`src/lrukv_pkg.sv`:
```
// lrukv_pkg: shared types and constants for the LRU key/value cache.
// Request/result payload structs, controller/datapath command and status.
// No dependencies.
`default_nettype none

package lrukv_pkg;

	localparam int DATA_W      = 32;
	localparam int CAP_W       = 5;
	localparam int DEF_ENTRIES = 16;
	localparam int CAP_RESET   = 16;
	localparam int PADDR_W     = 3;
	localparam int PDATA_W     = 32;

	localparam logic [DATA_W-1:0] MISS_VALUE   = '1;
	localparam logic [0:0]        REG_CAPACITY = 1'b0;

	typedef enum logic {
		OP_GET = 1'b0,
		OP_PUT = 1'b1
	} op_t;

	typedef struct packed {
		op_t                      opcode;
		logic signed [DATA_W-1:0] lookup_key;
		logic signed [DATA_W-1:0] write_value;
	} req_t;

	typedef struct packed {
		logic                     hit;
		logic signed [DATA_W-1:0] read_value;
	} rsp_t;

	typedef struct packed {
		logic load;
		logic rd;
		logic upd;
		logic decide;
	} cmd_t;

	typedef struct packed {
		logic last;
		logic need_upd;
		logic empty;
	} sts_t;

endpackage

`default_nettype wire

```
`src/lru_key_value_cache.sv`:
```
// lru_key_value_cache: fully associative key/value cache, LRU replacement.
// Top level: APB register, sequencer and datapath. Depends on lrukv_pkg,
// lrukv_ctrl, lrukv_dp (which holds lrukv_ram).
//
//   channel   | handshake                     | payload
//   ----------+-------------------------------+----------------------------------
//   request   | start && !busy                | opcode, lookup_key, write_value
//   result    | done (one cycle, no stall)    | hit, read_value
//   config    | psel & penable & pwrite       | cache_capacity at 0x0
//
// Each transaction scans every entry through the RAM read port, one a cycle.
// A get miss ends after the lookup pass; a hit or put adds a second pass
// rewriting ranks. done rises as busy falls; the next start may be
// accepted in that same cycle. Reset clears valid bits, count and control;
// no clearing pass. The receiver cannot stall: each result is shown once.
`default_nettype none

module lru_key_value_cache import lrukv_pkg::*; #(
	parameter int ENTRIES = DEF_ENTRIES
) (
	input  wire logic               clk,
	input  wire logic               arst_n,
	input  wire logic               psel,
	input  wire logic               penable,
	input  wire logic               pwrite,
	input  wire logic [PADDR_W-1:0] paddr,
	input  wire logic [PDATA_W-1:0] pwdata,
	output      logic [PDATA_W-1:0] prdata,
	output      logic               pready,
	input  wire logic               start,
	output      logic               busy,
	input  wire req_t               request,
	output      logic               done,
	output      rsp_t               result
);

	localparam logic [CAP_W-1:0] CapMax   = CAP_W'((ENTRIES > 31) ? 31 : ENTRIES);
	localparam logic [CAP_W-1:0] CapReset = CAP_W'((CAP_RESET < ENTRIES) ? CAP_RESET
	                                                                     : ENTRIES);

	logic [CAP_W-1:0] cap_q;
	logic [CAP_W-1:0] cap_wr;
	logic             apb_wr;
	cmd_t             cmd;
	sts_t             sts;

	assign pready = 1'b1;
	assign apb_wr = psel && penable && pwrite && pready;

	always_comb begin
		if (pwdata[CAP_W-1:0] == '0) begin
			cap_wr = CAP_W'(1);
		end else if (pwdata[CAP_W-1:0] > CapMax) begin
			cap_wr = CapMax;
		end else begin
			cap_wr = pwdata[CAP_W-1:0];
		end
	end

	always_ff @(posedge clk or negedge arst_n) begin
		if (!arst_n) begin
			cap_q <= CapReset;
		end else if (apb_wr && (paddr[2:2] == REG_CAPACITY) && sts.empty) begin
			cap_q <= cap_wr;
		end
	end

	assign prdata = (paddr[2:2] == REG_CAPACITY) ? PDATA_W'(cap_q) : '0;

	lrukv_ctrl u_ctrl (
		.clk    (clk),
		.arst_n (arst_n),
		.start  (start),
		.busy   (busy),
		.done   (done),
		.sts    (sts),
		.cmd    (cmd)
	);

	lrukv_dp #(
		.ENTRIES (ENTRIES)
	) u_dp (
		.clk     (clk),
		.arst_n  (arst_n),
		.cmd     (cmd),
		.sts     (sts),
		.request (request),
		.cap     (cap_q),
		.result  (result)
	);

	a_done_after_busy: assert property (@(posedge clk) disable iff (!arst_n)
		done |-> $past(busy))
		else $error("result strobe without a transaction in flight");

	a_accept_busy: assert property (@(posedge clk) disable iff (!arst_n)
		(start && !busy) |=> (busy && !done))
		else $error("accepted transaction did not raise busy");

	a_miss_value: assert property (@(posedge clk) disable iff (!arst_n)
		(done && !result.hit) |-> (result.read_value == $signed(MISS_VALUE)))
		else $error("miss returned a value other than -1");

endmodule

`default_nettype wire

```
`src/lrukv_ram.sv`:
```
// lrukv_ram: generic simple dual-port RAM, one write port, one registered read port.
// No dependencies.
`default_nettype none

module lrukv_ram #(
	parameter int WIDTH = 32,
	parameter int DEPTH = 16,
	parameter int AW    = (DEPTH > 1) ? $clog2(DEPTH) : 1
) (
	input  wire logic                 clk,
	input  wire logic                 we,
	input  wire logic [AW-1:0]        waddr,
	input  wire logic [WIDTH-1:0]     wdata,
	input  wire logic                 re,
	input  wire logic [AW-1:0]        raddr,
	output      logic [WIDTH-1:0]     rdata
);

	logic [WIDTH-1:0] mem_q [DEPTH];

	always_ff @(posedge clk) begin
		if (we) begin
			mem_q[waddr] <= wdata;
		end
		if (re) begin
			rdata <= mem_q[raddr];
		end
	end

endmodule

`default_nettype wire

```
`src/lrukv_ctrl.sv`:
```
// lrukv_ctrl: request sequencer; lookup pass, decision, rank update pass.
// Depends on lrukv_pkg.
`default_nettype none

module lrukv_ctrl import lrukv_pkg::*; (
	input  wire logic clk,
	input  wire logic arst_n,
	input  wire logic start,
	output      logic busy,
	output      logic done,
	input  wire sts_t sts,
	output      cmd_t cmd
);

	typedef enum logic [2:0] {
		ST_IDLE,
		ST_SCAN,
		ST_SDRAIN,
		ST_DECIDE,
		ST_UPD,
		ST_UDRAIN
	} state_t;

	state_t state_q;
	logic   done_q;

	always_ff @(posedge clk or negedge arst_n) begin
		if (!arst_n) begin
			state_q <= ST_IDLE;
			done_q  <= 1'b0;
		end else begin
			done_q <= 1'b0;
			unique case (state_q)
				ST_IDLE: begin
					if (start) begin
						state_q <= ST_SCAN;
					end
				end
				ST_SCAN: begin
					if (sts.last) begin
						state_q <= ST_SDRAIN;
					end
				end
				ST_SDRAIN: begin
					state_q <= ST_DECIDE;
				end
				ST_DECIDE: begin
					if (sts.need_upd) begin
						state_q <= ST_UPD;
					end else begin
						state_q <= ST_IDLE;
						done_q  <= 1'b1;
					end
				end
				ST_UPD: begin
					if (sts.last) begin
						state_q <= ST_UDRAIN;
					end
				end
				ST_UDRAIN: begin
					state_q <= ST_IDLE;
					done_q  <= 1'b1;
				end
				default: begin
					state_q <= ST_IDLE;
				end
			endcase
		end
	end

	assign busy       = (state_q != ST_IDLE);
	assign done       = done_q;
	assign cmd.load   = (state_q == ST_IDLE) && start;
	assign cmd.rd     = (state_q == ST_SCAN) || (state_q == ST_UPD);
	assign cmd.upd    = (state_q == ST_UPD);
	assign cmd.decide = (state_q == ST_DECIDE);

endmodule

`default_nettype wire

```
`src/lrukv_dp.sv`:
```
// lrukv_dp: entry store (key, value, rank in RAM; valid bits in flops),
// lookup scan, victim/free-slot selection and rank update pass.
// Depends on lrukv_pkg, lrukv_ram.
`default_nettype none

module lrukv_dp import lrukv_pkg::*; #(
	parameter int ENTRIES = DEF_ENTRIES
) (
	input  wire logic             clk,
	input  wire logic             arst_n,
	input  wire cmd_t             cmd,
	output      sts_t             sts,
	input  wire req_t             request,
	input  wire logic [CAP_W-1:0] cap,
	output      rsp_t             result
);

	localparam int IW   = (ENTRIES > 1) ? $clog2(ENTRIES) : 1;
	localparam int RW   = IW;
	localparam int CW   = $clog2(ENTRIES + 1);
	localparam int WW   = 2 * DATA_W + RW;
	localparam int CMPW = (CW > CAP_W) ? CW : CAP_W;
	localparam int VW   = (CW > RW) ? CW : RW;

	logic [IW-1:0]      ptr_q;
	logic               last;
	logic [IW-1:0]      idx_s1;
	logic               act_s1;
	logic               upd_s1;
	logic [WW-1:0]      rdata;
	logic [WW-1:0]      wdata;
	logic               we;

	logic [ENTRIES-1:0] valid_q;
	logic [ENTRIES-1:0] valid_nx;
	logic [CW-1:0]      count_q;
	logic [CW-1:0]      cnt_m1;

	op_t                op_q;
	logic [DATA_W-1:0]  key_q;
	logic [DATA_W-1:0]  wval_q;
	logic               hit_q;
	logic [DATA_W-1:0]  val_q;
	logic [IW-1:0]      slot_q;
	logic [RW-1:0]      hrank_q;
	logic               vic_found_q;
	logic [IW-1:0]      vic_q;
	logic               free_found_q;
	logic [IW-1:0]      free_q;

	logic [DATA_W-1:0]  e_key;
	logic [DATA_W-1:0]  e_val;
	logic [RW-1:0]      e_rank;
	logic               e_valid;
	logic               scan_act;
	logic               match;
	logic               vic_hit;
	logic               free_hit;
	logic               evict;
	logic               insert;
	logic [IW-1:0]      new_slot;

	lrukv_ram #(
		.WIDTH (WW),
		.DEPTH (ENTRIES)
	) u_ram (
		.clk   (clk),
		.we    (we),
		.waddr (idx_s1),
		.wdata (wdata),
		.re    (cmd.rd),
		.raddr (ptr_q),
		.rdata (rdata)
	);

	assign last     = (ptr_q == IW'(ENTRIES - 1));
	assign e_key    = rdata[WW-1 -: DATA_W];
	assign e_val    = rdata[RW +: DATA_W];
	assign e_rank   = rdata[RW-1:0];
	assign e_valid  = valid_q[idx_s1];
	assign cnt_m1   = count_q - CW'(1);
	assign scan_act = act_s1 && !upd_s1;
	assign match    = scan_act && e_valid && (e_key == key_q) && !hit_q;
	assign vic_hit  = scan_act && e_valid && (count_q != '0) && !vic_found_q
	                  && (VW'(e_rank) >= VW'(cnt_m1));
	assign free_hit = scan_act && !e_valid && !free_found_q;

	assign evict    = (CMPW'(count_q) >= CMPW'(cap)) && (count_q != '0);
	assign insert   = cmd.decide && !hit_q && (op_q == OP_PUT);
	assign new_slot = (evict && (!free_found_q || (vic_q < free_q))) ? vic_q : free_q;
	assign valid_nx = (evict ? (valid_q & ~(ENTRIES'(1) << vic_q)) : valid_q)
	                  | (ENTRIES'(1) << new_slot);

	assign we = act_s1 && upd_s1;

	always_comb begin
		if (idx_s1 == slot_q) begin
			wdata = {key_q, (op_q == OP_PUT) ? wval_q : e_val, {RW{1'b0}}};
		end else if (e_valid && (!hit_q || (e_rank < hrank_q))) begin
			wdata = {e_key, e_val, e_rank + RW'(1)};
		end else begin
			wdata = rdata;
		end
	end

	always_ff @(posedge clk or negedge arst_n) begin
		if (!arst_n) begin
			ptr_q        <= '0;
			act_s1       <= 1'b0;
			upd_s1       <= 1'b0;
			valid_q      <= '0;
			count_q      <= '0;
			hit_q        <= 1'b0;
			vic_found_q  <= 1'b0;
			free_found_q <= 1'b0;
		end else begin
			act_s1 <= cmd.rd;
			upd_s1 <= cmd.upd;
			if (cmd.rd) begin
				ptr_q <= last ? '0 : ptr_q + IW'(1);
			end
			if (cmd.load) begin
				hit_q        <= 1'b0;
				vic_found_q  <= 1'b0;
				free_found_q <= 1'b0;
			end else begin
				if (match) begin
					hit_q <= 1'b1;
				end
				if (vic_hit) begin
					vic_found_q <= 1'b1;
				end
				if (free_hit) begin
					free_found_q <= 1'b1;
				end
			end
			if (insert) begin
				if (!evict) begin
					count_q <= count_q + CW'(1);
				end
				valid_q <= valid_nx;
			end
		end
	end

	always_ff @(posedge clk) begin
		idx_s1 <= ptr_q;
		if (cmd.load) begin
			op_q   <= request.opcode;
			key_q  <= request.lookup_key;
			wval_q <= request.write_value;
			val_q  <= MISS_VALUE;
		end else begin
			if (match) begin
				slot_q  <= idx_s1;
				hrank_q <= e_rank;
				if (op_q == OP_GET) begin
					val_q <= e_val;
				end
			end
			if (vic_hit) begin
				vic_q <= idx_s1;
			end
			if (free_hit) begin
				free_q <= idx_s1;
			end
			if (insert) begin
				slot_q <= new_slot;
			end
		end
	end

	assign sts.last       = last;
	assign sts.need_upd   = hit_q || (op_q == OP_PUT);
	assign sts.empty      = (count_q == '0);
	assign result.hit        = hit_q;
	assign result.read_value = $signed(val_q);

endmodule

`default_nettype wire

```
`config.mk`:
```
export PLATFORM = sky130hd
export DESIGN_NAME = lru_key_value_cache
export DESIGN_NICKNAME = d
export VERILOG_FILES = /design/src/lrukv_pkg.sv /design/src/lru_key_value_cache.sv /design/src/lrukv_ram.sv /design/src/lrukv_ctrl.sv /design/src/lrukv_dp.sv
export SDC_FILE = /design/constraint.sdc
export NUM_CORES = 1
export LEC_CHECK = 0
export ABC_CLOCK_PERIOD_IN_PS = 8800
export BUFFER_PORTS_ARGS = -buffer_cell sky130_fd_sc_hd__buf_4
export CAP_MARGIN = 10
export CORE_ASPECT_RATIO = 0.9
export CORE_MARGIN = 5
export CORE_UTILIZATION = 50
export DETAILED_ROUTE_END_ITERATION = 6
export GPL_TIMING_DRIVEN = 0
export PLACE_DENSITY_LB_ADDON = 0.2
export SKIP_LAST_GASP = 1
export SLEW_MARGIN = 0
export SYNTH_ARGS = -nofsm -noshare
export SYNTH_HDL_FRONTEND = slang
export SYNTH_SLANG_ARGS = --single-unit
```
`constraint.sdc`:
```
create_clock -name clk -period 8.8 [get_ports clk]
set_input_delay 1.76 -clock clk [delete_from_list [all_inputs] [get_ports clk]]
set_output_delay 1.76 -clock clk [all_outputs]
set_load 0.02 [all_outputs]
```
After elaboration in Yosys (flattened, before gate mapping) --
Memories as Yosys holds them, arrays and structs flattened. A register that Yosys moved wholly into a read port is not among the register bits. Cells that the tools add are included.
Storage, ports and cells: bits in writable memories 1088, register bits 156, memories 1, word-level logic and storage cells 124
Memories:
- u_dp.u_ram.mem_q | depth 16, bits a word 68, rd ports 1, clocked after Yosys merged registers in 1, write ports 1, line lrukv_ram.sv:19 | logic [WIDTH-1:0] mem_q [DEPTH];
Operators by class: add/sub/neg operators 4, bitwise gates (word level) 7, reduce and logical (&&, ||, !) cells 45, eq/ne operators 11, muxes and demuxes 28, magnitude comparators 6, shift operators 2
Operator list (number):
- $mux W68 | 1
- $eq A32 B32 Y1 | 1
- $mux W32 | 1
- $shl A1 B4 Y16 const A | 2
- $logic_and A1 B1 Y1 | 20
- $mux W4 | 5
- $and A16 B16 Y16 | 1
- $mux W16 | 1
- $not A16 Y16 | 1
- $or A16 B16 Y16 | 1
- $mux W5 | 3
- $pmux W3 S5 | 1
- $mux W3 | 4
- $reduce_and A2 Y1 | 6
- $logic_not A5 Y1 | 2
- $mux W1 | 10
- $add A4 B1 Y4 const B | 2
- $lt A4 B4 Y1 | 2
- $reduce_bool A2 Y1 | 4
- $eq A3 B2 Y1 const B | 2
- $eq A3 B3 Y1 const B | 2
- $add A5 B1 Y5 const B | 1
- $ge A4 B5 Y1 | 1
- $ge A5 B5 Y1 | 1
- 17 further kinds | 28

Logic depth before layout (Yosys ltp) --
Gate-level depths: netlist of the first run.
word-level depth 8, mapped depth 11, mapped depth without buffers 9

Modules after synthesis --
From an unflattened synthesis of the first run, not the netlist that was laid out.
Second synthesis, totals: cells, all modules 2422, area total of the unflattened synthesis 50699.9 sq um
By module, submodules not included:
- lrukv_ram | area each 42659.7 sq um, instances 1, cells each 1750, sequential area each 34713.3 sq um
- lrukv_dp | area each 7282.0 sq um, instances 1, cells each 592, sequential area each 3903.7 sq um
- lru_key_value_cache | area each 496.7 sq um, instances 1, cells each 54, sequential area each 126.4 sq um
- lrukv_ctrl | area each 261.5 sq um, instances 1, cells each 26, sequential area each 100.1 sq um

Least setup slack after synthesis of the first run --
OpenSTA, ideal clock, no wires.
path type reg2reg, start register u_dp.idx_s1[1], end memory u_dp.u_ram.mem_q[0][0] (netlist bit) (enable), clock period less this slack 6074 ps, arrival time 5496 ps, stages on the path, launching flop included 4, path slack 2726 ps, path buffers 1, required time 8222 ps, library setup time 578 ps, path through dfxtp_1 > buf_2 > or3_1 > nor3_1
RTL lines:
- start, declared | line lrukv_dp.sv:27 | logic [IW-1:0] idx_s1;
- start signal, assigned | line lrukv_dp.sv:147 | idx_s1 <= ptr_q;
- end, declared | line lrukv_ram.sv:19
Straight into the memory's write port.

Final worst setup path of the first run --
start register u_dp.idx_s1[2], end memory u_dp.u_ram.mem_q[3][34] (netlist bit), data pin
On the way: cells in the longest elaborated chain, start to end 2
RTL lines:
- $eq A4 B4 Y1 | line lrukv_dp.sv:97 | if (idx_s1 == slot_q) begin
- $mux W68 | line lrukv_dp.sv:97
- named net u_dp.u_ram.wdata[34] | line lrukv_ram.sv:13 | input wire logic [WIDTH-1:0] wdata,
The timed path passes the listed nets, and every way through them passes these cells.

==> impl_metrics.toml, run 1 <==
[setup_path]
startpoint_type = "flip-flop"
critical_path_peak_fanout = 16
worst_setup_path_end_kind = "flip-flop"
crit_arrival_ns = 4.63
crit_type = "flip-flop to flip-flop"
cp_data_required_time_ns = 9.22

[final_layout]
utilization = 0.586
drive_gt1_frac = 0.216
area_growth_pct = 16.1
nNetsFinal = 3345
fill_cells = 7495

[cts]
clkSinkCount = 1312
cts_tree = "yes"
cts-root-buf = "clkbuf_16"
cts_hold_buf = 0
clk_latency_ns = 0.74
clk_path_buf_depth = 3
cts_setup_buffers = 0
cts_resized = 0
cts_max_level = 4
cts_buffers = 135
clkSlewWorstSetupHoldPaths_ns = 0.06

[sta]
rsz0062_at_grt = "false"
relSlewSlack = 0.224
tightest_slew_ns = 1.16
setup_ws_ns = 4.59
maxSlewViolCount = 0
fin_crit_ns = 4.21
skew_ns = 0.0270
hold_viol = 0
hold_slack_ns = 0.376
finalSetupViolations = 0
fmax_ghz = 0.238
period_share = 0.478

[die]
fp.coreArea_um2 = 102000
fp.dieH_um = 314
die_w_um = 348
pin_count = 174
start_util = 0.505
dieArea_um2 = 110000
rows = 111

[grt]
grt_pass1_vias = 28300
antenna_found_initial = 5
grt_overflow = 0
grt_max_degree = 40
grt_pass1_wl_mm = 188
grt_usage = 0.232

[power]
leakage_uw = 0.0205
vdd.ir_drop.worst_mv = 0.214
power_density_nw_per_um2 = 324

[yosys]
syn_area_um2 = 51500
yosys_warnings = 0
ys_ff_latch = 1312
synth_cells = 2861
synth_edf_count = 1237
synth_cell_types = 55
syn_area_per_cell_um2 = 18.0
synth.most_common_cell = "edfxtp_1"
async_reset_ff_frac = 0.0297
yosys.area.top_type = "edfxtp_1"
synthTopCellsByArea = "edfxtp_1, mux4_2, mux2i_1"
synthTopCellsByCount = "edfxtp_1, mux2i_1, nand2_1"
synth_top_area_share = 0.721
ys_seq_area_frac = 0.754
ys.flop_type = "edfxtp_1"

[routing]
wl_per_cell_um = 27.3
first_iter_violations = 3042
first_pass_iters = 6
totalWireLength_mm = 128
drc = 0
ant_nets = 0
vias = 27900
via_per_inst = 5.96

[status]
status = "complete, no violations"

[job]
cap_viol_max_count = 0

[hold_path]
hp-class = "flip-flop to flip-flop"

[placed_design]
gp_congestion = 0.801
port-buffer-count = 116
hpwl_mm = 86.2
place_ws_ns = 4.11
## critical path, stage by stage (launching register included)
cell and delay (ns):
dfxtp_1 0.37, clkbuf_1 0.51, xnor2_1 0.19, nand4_1 0.62
inv_2 0.62, nand2_1 0.54, buf_1 0.50, mux2_2 0.53
## area by class of cell
type | instances | area, um2 | share of cell area
sequential | 1312 | 38800 | 0.649
multi-input combinational | 1383 | 12000 | 0.200
clock buffer | 170 | 3640 | 0.0608
timing repair buffer | 196 | 2210 | 0.0369
tap | 1356 | 1700 | 0.0284
buffer | 174 | 837 | 0.0140
clock inverter | 74 | 539 | 0.00902
inverter | 18 | 70.1 | 0.00117
antenna | 3 | 7.51 | 0.000126
## logic make-up after synthesis
group	Yosys count	synth area share
flops	1312	0.754
xor+xnor	46	0.00782
compound gates	421	0.0509
other cells	2	0.000146
simple gates	370	0.0311
buf+inv	192	0.0176
mux	499	0.134
fa+ha+maj	19	0.00462
## registers in the layout (all words and copies together) (netlist names), 3 cells and up
register and flops:
u_ctrl.state_q 3, u_dp.vic_q 4, u_dp.u_ram.rdata 68, u_dp.slot_q 4, u_dp.valid_q 16, u_dp.u_ram.mem_q 1088
u_dp.free_q 4, u_dp.count_q 5, u_dp.idx_s1 4, u_dp.val_q 32, u_dp.ptr_q 4, u_dp.wval_q 32
u_dp.hrank_q 4, u_dp.key_q 32, cap_q 5
## worst paths after layout
check	slack, ns	cells after the start	endpoint	startpoint
hold / removal	0.38	0	u_dp.idx_s1[2]$_DFF_P_	u_dp.ptr_q[2]$_DFFE_PN0P_
hold reg to reg	0.38	0	u_dp.idx_s1[2]$_DFF_P_	u_dp.ptr_q[2]$_DFFE_PN0P_
max in group asynchronous	7.41	1	u_dp.valid_q[9]$_DFFE_PN0P_	arst_n
min in group asynchronous	1.02	1	u_dp.count_q[0]$_DFFE_PN0P_	arst_n
setup / recovery	4.59	7	u_dp.u_ram.mem_q[3][34]$_DFFE_PP_	u_dp.idx_s1[2]$_DFF_P_
setup reg to reg	4.59	7	u_dp.u_ram.mem_q[3][34]$_DFFE_PP_	u_dp.idx_s1[2]$_DFF_P_
## cells in the final DEF (no fill, tap or decap), drive strengths merged, types with 3 or more instances in the layout
master / instances
edfxtp: 1237
buf: 285
clkbuf: 255
mux2i: 251
nand2: 231
o21ai: 152
mux4: 140
mux2: 108
a21oi: 100
a221oi: 68
a22oi: 68
nor2: 61
clkinv: 60
dfrtp: 38
dfxtp: 36
xor2: 34
conb: 28
inv: 25
ha: 19
nor3: 17
xnor2: 12
nand2b: 11
nand3: 10
a31oi: 9
nor4: 8
nand4: 7
nor2b: 6
a311o: 6
bufinv: 6
a21o: 5
a21boi: 5
nand3b: 4
diode: 3
or3: 3
and2: 3
or2: 3
## power by group
group | internal (uW) | total, uW | switching, uW
logic | 1820 | 5470 | 3650
clock network | 3100 | 5420 | 2320
registers | 8230 | 8460 | 229
## per-stage QoR
| stage | setup TNS (ns) | power (uW) | cell area [um2] | std cells |
|---|---|---|---|---|
| 5_1_grt | 0 | 20200 | 59800 | 4684 |
| 3_5_place_dp | 0 | 14000 | 55600 | 4436 |
| 2_1_floorplan | 0 | 12000 | 51600 | 2887 |
| 6_report | 0 | 19400 | 59800 | 4686 |
| 4_1_cts | 0 | 19400 | 59800 | 4680 |
| 3_3_place_gp | -924.64 | 13800 | 54200 | 4359 |
## routing by layer
metal / share of wire / wire length (um) / global-route usage / vias to the layer above
li1: - / - / - / 12100
met1: 0.42 / 54000 / 0.331 / 14500
met2: 0.49 / 62100 / 0.380 / 1184
met3: 0.071 / 9060 / 0.0378 / 186
met4: 0.021 / 2690 / 0.0589 / 0
met5: 0 / 0 / 0 / -
(Power assumes the default switching activity.)
==> run 2: changes to the inputs <==
--- a/config.mk
+++ b/config.mk
@@ -5,7 +5,7 @@
 export SDC_FILE = /design/constraint.sdc
 export NUM_CORES = 1
 export LEC_CHECK = 0
-export ABC_CLOCK_PERIOD_IN_PS = 8800
+export ABC_CLOCK_PERIOD_IN_PS = 3900
 export BUFFER_PORTS_ARGS = -buffer_cell sky130_fd_sc_hd__buf_4
 export CAP_MARGIN = 10
 export CORE_ASPECT_RATIO = 0.9
==> constraint.sdc (replaced) <==
create_clock -name clk -period 3.9 [get_ports clk]
set_input_delay 0.78 -clock clk [delete_from_list [all_inputs] [get_ports clk]]
set_output_delay 0.78 -clock clk [all_outputs]
set_load 0.02 [all_outputs]
==> run 2 against run 1 <==
  * Clock skew down 0.0011 ns
  * Sequential power up 130%
  * Largest power group unchanged
  * Core utilization up 0.23 points
  * Routed wire length down 1.5%
  * Final cell count down 0.38%
  * Die area unchanged
  * Global-route usage down 0.33 points
  * Register-to-register slack worse by 4.4 ns
==> impl_metrics.toml, run 2 (synthesis gave the netlist of run 1 again) <==
[status]
status = "complete, no violations"

[sta]
tightest_slew_ns = 1.17
finalSetupViolations = 0
hold_viol = 0
period_share = 0.954
fin_crit_ns = 3.72
maxSlewViolCount = 0
setup_ws_ns = 0.179
relSlewSlack = 0.220
finalSetupTns_ns = 0
fmax_ghz = 0.269
hold_slack_ns = 0.0375
rsz0062_at_grt = "false"
skew_ns = 0.0259

[setup_path]
crit_arrival_ns = 4.20
crit_type = "flip-flop to flip-flop"
path_cells = "buf_2 -> nor2b_1 -> clkbuf_1 -> buf_16 -> clkbuf_1 -> clkbuf_1 -> a21oi_1 -> o21ai_0 -> nand2_1"
critical_path_peak_fanout = 10
worst_setup_path_end_kind = "flip-flop"
crit_family = "buffers and inverters"
crit_top_cell = "clkbuf_1"
cp_num_buf_inv = 5
startpoint_type = "flip-flop"
slowest_stage = "clkbuf_1"
cp_data_required_time_ns = 4.38
critPathMaxStageDelay_ns = 0.67

[final_layout]
final_common_cell = "edfxtp_1"
fill_cells = 7461
most-common-layout-cells = "edfxtp_1, mux2i_1, nand2_1, o21ai_0, buf_4"
drive_gt1_frac = 0.213
fin_area_um2 = 60100
area_growth_pct = 16.6
nNetsFinal = 3330
biggestRegsByFlops = "u_dp.u_ram.mem_q (1088), u_dp.u_ram.rdata (68)"
largest_reg_flops = 1088
regMostFlops = "u_dp.u_ram.mem_q"

[grt]
grt_max_degree = 40
grt_pass1_vias = 28300
grt_pass1_wl_mm = 185
grt_overflow = 0
grt_usage = 0.229
antenna_found_initial = 5

[die]
fp.coreArea_um2 = 102000
rows = 111
start_util = 0.505
pin_count = 174
fp.dieH_um = 314
dieArea_um2 = 110000
die_w_um = 348

[routing]
first_iter_violations = 2902
drc = 0
first_pass_iters = 7
vias = 27700
routed.top_layer = "met4"
totalWireLength_mm = 126
wl_met3_mm = 8.30
via_per_inst = 5.93
ant_nets = 0
wl_met2_mm = 62.1
drt-met1-wl_mm = 53.0
wl_per_cell_um = 27.0

[cts]
clkSlewWorstSetupHoldPaths_ns = 0.06
clk_latency_ns = 0.74
cts-root-buf = "clkbuf_16"
clkSinkCount = 1312
cts_tree = "yes"
clk_path_buf_depth = 3
cts_max_level = 4
cts_buffers = 135

[placed_design]
dpl_cell_area_um2 = 55700
place_ws_ns = -0.402
gp_congestion = 0.798
port-buffer-count = 116
hpwl_mm = 85.4

[power]
combPwrFrac = 0.280
seq_power_share = 0.434
clkPwrFrac = 0.286
p_int_uw = 30100
p_switching_uw = 13900
power_density_nw_per_um2 = 733
vdd.ir_drop.worst_mv = 0.473
total_power_uw = 44000
swShare = 0.317
leakage_uw = 0.0206

[hold_path]
hp-class = "primary input to async pin"

[job]
cap_viol_max_count = 0
## run 2: area by class of cell
| cell class | count | area, um2 | area share |
|---|---|---|---|
| diodes | 2 | 5.00 | 0.0000833 |
| plain buffers | 173 | 833 | 0.0139 |
| clock buffers | 165 | 3580 | 0.0595 |
| clock inverters | 77 | 734 | 0.0122 |
| inverters | 18 | 72.6 | 0.00121 |
| multi-input cells | 1383 | 12000 | 0.200 |
| flip-flops and latches | 1312 | 38800 | 0.647 |
| well taps | 1356 | 1700 | 0.0283 |
| repair buffers | 182 | 2280 | 0.0380 |
## run 2: path summary, 6_finish.rpt
kind / from / to / slack (ns) / cells past startpoint
min reg2reg: u_dp.ptr_q[2]$_DFFE_PN0P_ / u_dp.idx_s1[2]$_DFF_P_ / 0.37 / 0
max in group asynchronous: arst_n / cap_q[4]$_DFFE_PN1P_ / 3.49 / 1
min: arst_n / u_ctrl.done$_DFF_PN0_ / 0.04 / 1
min in group clk: request[0] / u_dp.wval_q[0]$_DFFE_PP_ / 0.22 / 1
max reg2reg: u_dp.ptr_q[2]$_DFFE_PN0P_ / u_dp.u_ram.rdata[5]$_DFFE_PP_ / 0.18 / 9
max: u_dp.ptr_q[2]$_DFFE_PN0P_ / u_dp.u_ram.rdata[5]$_DFFE_PP_ / 0.18 / 9
## run 2: what timing repair did
action | 4_1_cts | 5_1_grt
hold buffers | 0 | 0
endpoints found under the setup margin | 480 | 0
resized for setup | 1 | 0
endpoints found under the hold margin | 0 | 0
setup buffers | 2 | 0
## run 2: power groups by stage
stage / registers [uW] / logic [uW] / clock network (uW)
final: 19100 / 12300 / 12600
after global routing: 19200 / 13300 / 13400
after CTS: 19100 / 12300 / 12800
after detailed placement: 19400 / 12300 / 0
after global placement: 19400 / 11600 / 0
after floorplan: 19100 / 7910 / 0
## run 2: stage by stage
stage | utilization | instances
final | 0.588 | 4668
after floorplan | - | 2887
after global placement | 0.531 | 4359
after detailed placement | 0.546 | 4421
after global routing | 0.588 | 4666
after CTS | 0.588 | 4664
## run 2: per-layer routing
metal / global-route usage / vias to the layer above
met2: 0.379 / 1041
met3: 0.0356 / 173
met1: 0.323 / 14400
li1: - / 12000
met5: 0 / -
met4: 0.0583 / 0
